File: src/rtl/ipq_pkg.sv
// ----------------------------------------------------------------------------
// ipq_pkg
// Shared types, constants and helpers of the interrupt priority queue.
// ----------------------------------------------------------------------------
package ipq_pkg;

  // Queue geometry.
  localparam int QUEUE_DEPTH = 16;
  localparam int ADDR_BITS   = $clog2(QUEUE_DEPTH);
  localparam int COUNT_BITS  = ADDR_BITS + 1;

  // Entry fields.
  localparam int IRQ_KINDS  = 6;
  localparam int CODE_BITS  = 3;
  localparam int PRIO_BITS  = 4;
  localparam int TICK_BITS  = 32;
  localparam int CNT_BITS   = 32;
  localparam int TABLE_BITS = 24;

  // Priority table after reset: code k has priority k.
  localparam logic [TABLE_BITS-1:0] TABLE_RESET = 24'h543210;

  // Stream word widths.
  localparam int IN_BITS  = 40;
  localparam int OUT_BITS = 112;

  typedef logic [ADDR_BITS-1:0] addr_t;

  typedef struct packed {
    logic [CODE_BITS-1:0] code;
    logic [PRIO_BITS-1:0] prio;
    logic [TICK_BITS-1:0] tick;
  } entry_t;

  typedef enum logic [1:0] {
    CMD_ENQUEUE     = 2'd0,
    CMD_DEQUEUE     = 2'd1,
    CMD_SET_PANIC   = 2'd2,
    CMD_CLEAR_PANIC = 2'd3
  } cmd_t;

  typedef enum logic [1:0] {
    ST_OK      = 2'd0,
    ST_FULL    = 2'd1,
    ST_INVALID = 2'd2,
    ST_EMPTY   = 2'd3
  } status_t;

  // Priority of an interrupt code, four bits per code in the table.
  function automatic logic [PRIO_BITS-1:0] prio_lookup(
    input logic [TABLE_BITS-1:0] tbl,
    input logic [CODE_BITS-1:0]  code
  );
    logic [31:0] wide;
    wide = {8'd0, tbl};
    return wide[{code, 2'b00} +: PRIO_BITS];
  endfunction

  // True when entry a must be served strictly before entry b.
  function automatic logic key_less(input entry_t a, input entry_t b);
    return (a.prio < b.prio) || ((a.prio == b.prio) && (a.tick < b.tick));
  endfunction

endpackage

File: src/rtl/interrupt_priority_queue.sv
// ----------------------------------------------------------------------------
// interrupt_priority_queue
// Pending-interrupt queue sorted by priority, then by enqueue tick.
// ----------------------------------------------------------------------------
// The queue is kept sorted in a 16-entry memory with registered read data,
// and one item is processed at a time. Panic commands, rejected enqueues,
// enqueues into an empty queue and dequeues on an empty queue go straight to
// the result. Any other enqueue walks from the tail, moving later entries back,
// and a dequeue shifts the remaining entries toward the head, moving one entry
// per cycle through the memory's read and write ports.
// Every item returns one result word; the input stalls while a result is
// held and the next one is ready to leave.
module interrupt_priority_queue
  import ipq_pkg::*;
(
  input  logic                  clk,
  input  logic                  rst,
  // Fields from bit 0: cmd[1:0], irq_code[4:2], tick_stamp[36:5], zero pad.
  input  logic                  s_tvalid,
  output logic                  s_tready,
  input  logic [IN_BITS-1:0]    s_tdata,
  // Fields from bit 0: status[1:0], served_irq[4:2], served_priority[8:5],
  // served_tick[40:9], pending_count[45:41], handled_total[77:46],
  // dropped_total[109:78], panic_flag[110], zero pad.
  output logic                  m_tvalid,
  input  logic                  m_tready,
  output logic [OUT_BITS-1:0]   m_tdata,
  input  logic                  cfg_we,
  input  logic [TABLE_BITS-1:0] cfg_wdata
);

  typedef enum logic [5:0] {
    S_IDLE   = 6'b000001,
    S_INSERT = 6'b000010,
    S_PLACE  = 6'b000100,
    S_HEAD   = 6'b001000,
    S_SHIFT  = 6'b010000,
    S_DONE   = 6'b100000
  } state_t;

  state_t                state;
  logic [COUNT_BITS-1:0] count;
  logic [CNT_BITS-1:0]   handled;
  logic [CNT_BITS-1:0]   dropped;
  logic                  panic;
  logic [TABLE_BITS-1:0] priority_table;
  addr_t                 idx;
  entry_t                new_entry;
  status_t               res_status;
  entry_t                res_served;

  logic                  accept;
  cmd_t                  in_cmd;
  logic [CODE_BITS-1:0]  in_code;
  entry_t                cand;
  addr_t                 count_low;
  logic                  ins_less;

  logic                  mem_we;
  addr_t                 mem_waddr;
  entry_t                mem_wdata;
  addr_t                 mem_raddr;
  entry_t                rd_data;

  // Input word decode.
  assign s_tready  = (state == S_IDLE);
  assign accept    = s_tvalid && s_tready;
  assign in_cmd    = cmd_t'(s_tdata[1:0]);
  assign in_code   = s_tdata[4:2];
  assign cand.code = in_code;
  assign cand.prio = prio_lookup(priority_table, in_code);
  assign cand.tick = s_tdata[36:5];
  assign count_low = count[ADDR_BITS-1:0];
  assign ins_less  = key_less(new_entry, rd_data);

  // Configuration register.
  always_ff @(posedge clk) begin
    if (rst) begin
      priority_table <= TABLE_RESET;
    end else if (cfg_we) begin
      priority_table <= cfg_wdata;
    end
  end

  // Memory port control for the insert and shift walks.
  always_comb begin
    mem_we    = 1'b0;
    mem_waddr = idx;
    mem_wdata = rd_data;
    mem_raddr = '0;
    case (state)
      S_IDLE: begin
        if (accept && in_cmd == CMD_ENQUEUE && count == '0) begin
          mem_we    = 1'b1;
          mem_waddr = '0;
          mem_wdata = cand;
        end
        if (in_cmd == CMD_ENQUEUE) begin
          mem_raddr = count_low - addr_t'(1);
        end
      end
      S_INSERT: begin
        mem_we    = 1'b1;
        mem_waddr = idx;
        mem_wdata = ins_less ? rd_data : new_entry;
        mem_raddr = idx - addr_t'(2);
      end
      S_PLACE: begin
        mem_we    = 1'b1;
        mem_waddr = idx;
        mem_wdata = new_entry;
      end
      S_HEAD: begin
        mem_raddr = addr_t'(1);
      end
      S_SHIFT: begin
        mem_we    = 1'b1;
        mem_waddr = idx - addr_t'(1);
        mem_wdata = rd_data;
        mem_raddr = idx + addr_t'(1);
      end
      default: begin
        mem_we = 1'b0;
      end
    endcase
  end

  ipq_ram u_ram (
    .clk   (clk),
    .we    (mem_we),
    .waddr (mem_waddr),
    .wdata (mem_wdata),
    .raddr (mem_raddr),
    .rdata (rd_data)
  );

  // Command sequencer and result register.
  always_ff @(posedge clk) begin
    if (rst) begin
      state    <= S_IDLE;
      count    <= '0;
      handled  <= '0;
      dropped  <= '0;
      panic    <= 1'b0;
      m_tvalid <= 1'b0;
    end else begin
      if (m_tvalid && m_tready && state != S_DONE) begin
        m_tvalid <= 1'b0;
      end
      case (state)
        S_IDLE: begin
          if (accept) begin
            res_served <= '0;
            res_status <= ST_OK;
            case (in_cmd)
              CMD_ENQUEUE: begin
                if (count == COUNT_BITS'(QUEUE_DEPTH)) begin
                  dropped    <= dropped + CNT_BITS'(1);
                  res_status <= ST_FULL;
                  state      <= S_DONE;
                end else if ({1'b0, in_code} >= (CODE_BITS + 1)'(IRQ_KINDS)) begin
                  res_status <= ST_INVALID;
                  state      <= S_DONE;
                end else if (count == '0) begin
                  count <= COUNT_BITS'(1);
                  state <= S_DONE;
                end else begin
                  new_entry <= cand;
                  idx       <= count_low;
                  state     <= S_INSERT;
                end
              end
              CMD_DEQUEUE: begin
                if (count == '0) begin
                  res_status <= ST_EMPTY;
                  state      <= S_DONE;
                end else begin
                  state <= S_HEAD;
                end
              end
              CMD_SET_PANIC: begin
                panic <= 1'b1;
                state <= S_DONE;
              end
              default: begin
                panic <= 1'b0;
                state <= S_DONE;
              end
            endcase
          end
        end
        // Walk from the tail toward the head, moving later keys back by one.
        S_INSERT: begin
          if (ins_less) begin
            idx <= idx - addr_t'(1);
            if (idx == addr_t'(1)) begin
              state <= S_PLACE;
            end
          end else begin
            count <= count + COUNT_BITS'(1);
            state <= S_DONE;
          end
        end
        S_PLACE: begin
          count <= count + COUNT_BITS'(1);
          state <= S_DONE;
        end
        // Head entry arrives; close the gap if more entries remain.
        S_HEAD: begin
          res_served <= rd_data;
          handled    <= handled + CNT_BITS'(1);
          if (count == COUNT_BITS'(1)) begin
            count <= '0;
            state <= S_DONE;
          end else begin
            idx   <= addr_t'(1);
            state <= S_SHIFT;
          end
        end
        S_SHIFT: begin
          if ({1'b0, idx} == count - COUNT_BITS'(1)) begin
            count <= count - COUNT_BITS'(1);
            state <= S_DONE;
          end else begin
            idx <= idx + addr_t'(1);
          end
        end
        S_DONE: begin
          if (!m_tvalid || m_tready) begin
            m_tvalid <= 1'b1;
            m_tdata  <= {1'b0, panic, dropped, handled, count, res_served.tick,
                         res_served.prio, res_served.code, res_status};
            state    <= S_IDLE;
          end
        end
        default: begin
          state <= S_IDLE;
        end
      endcase
    end
  end

endmodule

File: src/rtl/ipq_ram.sv
// ----------------------------------------------------------------------------
// ipq_ram
// Queue storage: one write port, one read port with registered read data.
// ----------------------------------------------------------------------------
module ipq_ram
  import ipq_pkg::*;
(
  input  logic   clk,
  input  logic   we,
  input  addr_t  waddr,
  input  entry_t wdata,
  input  addr_t  raddr,
  output entry_t rdata
);

  entry_t mem [QUEUE_DEPTH];

  // Write and registered read.
  always_ff @(posedge clk) begin
    if (we) begin
      mem[waddr] <= wdata;
    end
    rdata <= mem[raddr];
  end

endmodule

File: config.mk
export PLATFORM = sky130hd
export DESIGN_NAME = interrupt_priority_queue
export DESIGN_NICKNAME = d
export VERILOG_FILES = /design/src/rtl/ipq_pkg.sv /design/src/rtl/interrupt_priority_queue.sv /design/src/rtl/ipq_ram.sv
export SDC_FILE = /design/constraint.sdc
export NUM_CORES = 1
export LEC_CHECK = 0
export BUFFER_PORTS_ARGS = -buffer_cell sky130_fd_sc_hd__buf_2
export CAP_MARGIN = 0
export CORE_AREA = 2 2 396 398
export DETAILED_ROUTE_END_ITERATION = 6
export DIE_AREA = 0 0 398 400
export SYNTH_ARGS = -nofsm -noshare
export SYNTH_HDL_FRONTEND = slang
export SYNTH_SLANG_ARGS = --single-unit
File: constraint.sdc
create_clock -name clk -period 9.3 [get_ports clk]
set_input_delay 0.93 -clock clk [delete_from_list [all_inputs] [get_ports clk]]
set_output_delay 0.93 -clock clk [all_outputs]
set_load 0.01 [all_outputs]
==> run summary <==
Worst-Margin Slew: 1184 ps
total negative setup slack: 0 ps
post-CTS setup buffers: 0
TritonCTS Buffers: 94
latest clock arrival within the worst-skew pair: 710 ps
FP Rows: 145
clock network power share: 32.5%
initial DRC count: 1,604
post-synthesis async set-or-reset flop share: 0%
core area: 0.1551 mm^2
NumNets Final: 2,867
post-synth top area cell: edfxtp_1
first-pass GRT wire length: 135,700 um
NetSw: 3363 uW
share of power burned in registers: 47.3%
area of the multi-input gates: 0.01036 mm^2
post-synth cell types: 77
largest net degree at the start of global routing: 164
critical path type: reg -> reg
top cell type's share of synthesized area: 63.98%
Via density: 4.498
CP Capture Type: flop
RSZ-0062 raised after global routing: false
drt pass-1 iters: 5
vias in the first global route: 20,670
Die Height: 400 um
final worst-path cycle share: 50.55%
Post-Syn Area: 0.03844 mm^2
post-CTS sizing: 0
commonest cells after routing, fill and taps aside: edfxtp_1, mux2i_1, nand2_1, buf_2, dfxtp_1
Routed Antenna Nets: 0
Comb power frac: 20.2%
Syn-to-layout area delta: 16.70%
crit path time final: 4701 ps
Synth Register Bits: 959
Clock Tree Root: clkbuf_16
setup violators final: 0
Arrival @ worst endpoint: 5020 ps
count of pins over their slew limit: 0
Primary FF master, synth: edfxtp_1
Peak Freq: 212.7 MHz
die width: 398 um
antenna violations before repair: 19
Mapped Cells: 2,588
Crit Reg-Reg Startpoint: new_entry[14]$_DFFE_PP_
TritonCTS clock tree: built
fraction of layout cells with a size suffix above 1: 16.03%
hold path start: s_tdata[11]
static leakage: 0.01479 uW
Sw Share: 28.86%
port bufs: 178
Hold Slack: 405.5 ps
hpwl dp: 51,620 um
status: finished, final reports clean
critical path fanouts, max: 39
Critical Path RT: 9620 ps
# H-tree levels: 3
startpoint types: flop
Internal: 8290 uW
Slew HR: 21.05%
maximum VDD drop: 0.1637 mV
min-delay worst type: in -> reg
fill count: 15,430
Initial Utilization: 24.78%
DRC: 0
hold_buf cts: 0
crit path launch: new_entry[14]$_DFFE_PP_
I/O pin count: 183
Sequential Area: 0.02740 mm^2
synth warn: 0
Setup Skew: 52.58 ps
Total Wirelength: 92,070 um
GRT Overall Usage: 11.34%
syn_area_per_cell: 14.85 um^2
clk sinks: 959
EDFF count, synth: 819
post-synth net total: 2,703
routability cong.: 0.7666
Final Hold Viols: 0
clock buffer depth: 3
die area: 0.1592 mm^2
most common cell after layout, fill and taps aside: edfxtp_1
vias: 22,010
Max-Cap Viols: 0
total grt overflow: 0
CTS clk-pin slew, worst paths: 60 ps
Seq/Total Area, Yosys: 71.27%
Area contributors post-synth: edfxtp_1, dfxtp_1, mux2i_1, nand2_1, a221o_1
Routed wire per std cell: 18.82 um
power per cell area: 259.7 mW/mm^2
## kinds of logic after synthesis
kind of cell             share of synthesized area [%]
XOR/XNOR                                         1.471
other                                         0.009755
AND/OR/NAND/NOR                                  8.424
adder cells (fa/ha/maj)                          1.497
multiplexers                                     7.001
flip-flops                                       71.27
buffers and inverters                            2.370
AO/OA/AOI/OAI                                    7.958
## metrics by stage
step	utilization, %	instances	power, uW	area [um^2]	worst slack, ps
after floorplan	-	2588	7219	38450	3123
after global placement	26.91	4714	7917	41740	4686
after detailed placement	26.91	4714	7951	41740	4678
after CTS	28.91	4890	11760	44850	4708
after global routing	28.91	4890	12170	44850	4500
final	28.92	4893	11650	44860	4599
## flip-flops by register name (all words and copies together) (netlist names)
signal          flops
u_ram.mem         624
res_served         39
handled            32
priority_table     24
state               6
m_tdata           111
idx                 4
dropped            32
new_entry          39
panic               1
res_status          2
u_ram.rdata        39
count               5
m_tvalid            1
## cells in the mapped netlist (3+ instances only)
cell type / count
nor2_2: 3
ha_1: 46
mux4_2: 4
a221o_1: 80
o21ai_0: 27
nor4_4: 3
a211o_1: 7
buf_1: 9
nor4_1: 3
and2_0: 29
nand4_1: 15
and4_1: 4
edfxtp_1: 819
buf_6: 5
buf_4: 14
nor2b_1: 15
nor3_1: 16
buf_2: 47
mux2i_1: 216
dfxtp_1: 140
or3_1: 13
and3_1: 18
nand2_1: 215
a21oi_1: 44
clkbuf_1: 72
nor2_1: 149
and2_1: 92
xnor2_1: 28
nor4_2: 3
o2bb2ai_1: 40
mux2_2: 39
xor2_1: 34
nand2b_1: 7
inv_1: 56
or4_1: 5
o22ai_1: 7
nor3b_1: 5
a31oi_1: 81
a211oi_1: 84
nand3_1: 42
o32ai_1: 4
## power groups by stage
stage,logic (uW),clock network (uW),registers (uW)
floorplan,1670,0,5550
global placement,2320,0,5590
detailed placement,2360,0,5590
CTS,2370,3880,5510
global route,2590,4050,5530
finish,2350,3790,5510
## area by class of cell
| class | instances | share of cell area (%) |
|---|---|---|
| Sequential cell | 959 | 61.07 |
| Multi-Input combinational cell | 1426 | 23.10 |
| Clock buffer | 134 | 5.913 |
| Tap cell | 2058 | 5.740 |
| Timing Repair Buffer | 215 | 2.666 |
| Clock inverter | 42 | 1.026 |
| Inverter | 56 | 0.4686 |
| Antenna cell | 3 | 0.01673 |
## worst max-delay path: stages, from the launching register on
cell      delay (ps)
edfxtp_1         440
ha_1             350
nand4_1          100
nor3_1           690
o311ai_0         600
a31oi_1          480
o22ai_1          140
buf_4            230
a22o_2           270
buf_4            330
a221o_1          660
## final timing paths
path                            cells past startpoint  slack, ps                          to
worst max-delay path                               10       4600  u_ram.mem[3][20]$_DFFE_PP_
worst min-delay path                                1        410      new_entry[6]$_DFFE_PP_
worst max register to register                     10       4600  u_ram.mem[3][20]$_DFFE_PP_
worst min register to register                      0        410       m_tdata[23]$_DFFE_PP_
## metal layers
metal  vias to the layer above  share of wire [%]  track usage [%]
met4                        10                2.1            3.030
li1                      10200                  -                -
met3                       148                6.9            2.247
met1                     10930                 48            16.77
met5                         -              0.070                0
met2                       716                 43            16.76
Note: power is estimated with default switching activity, not from simulation.
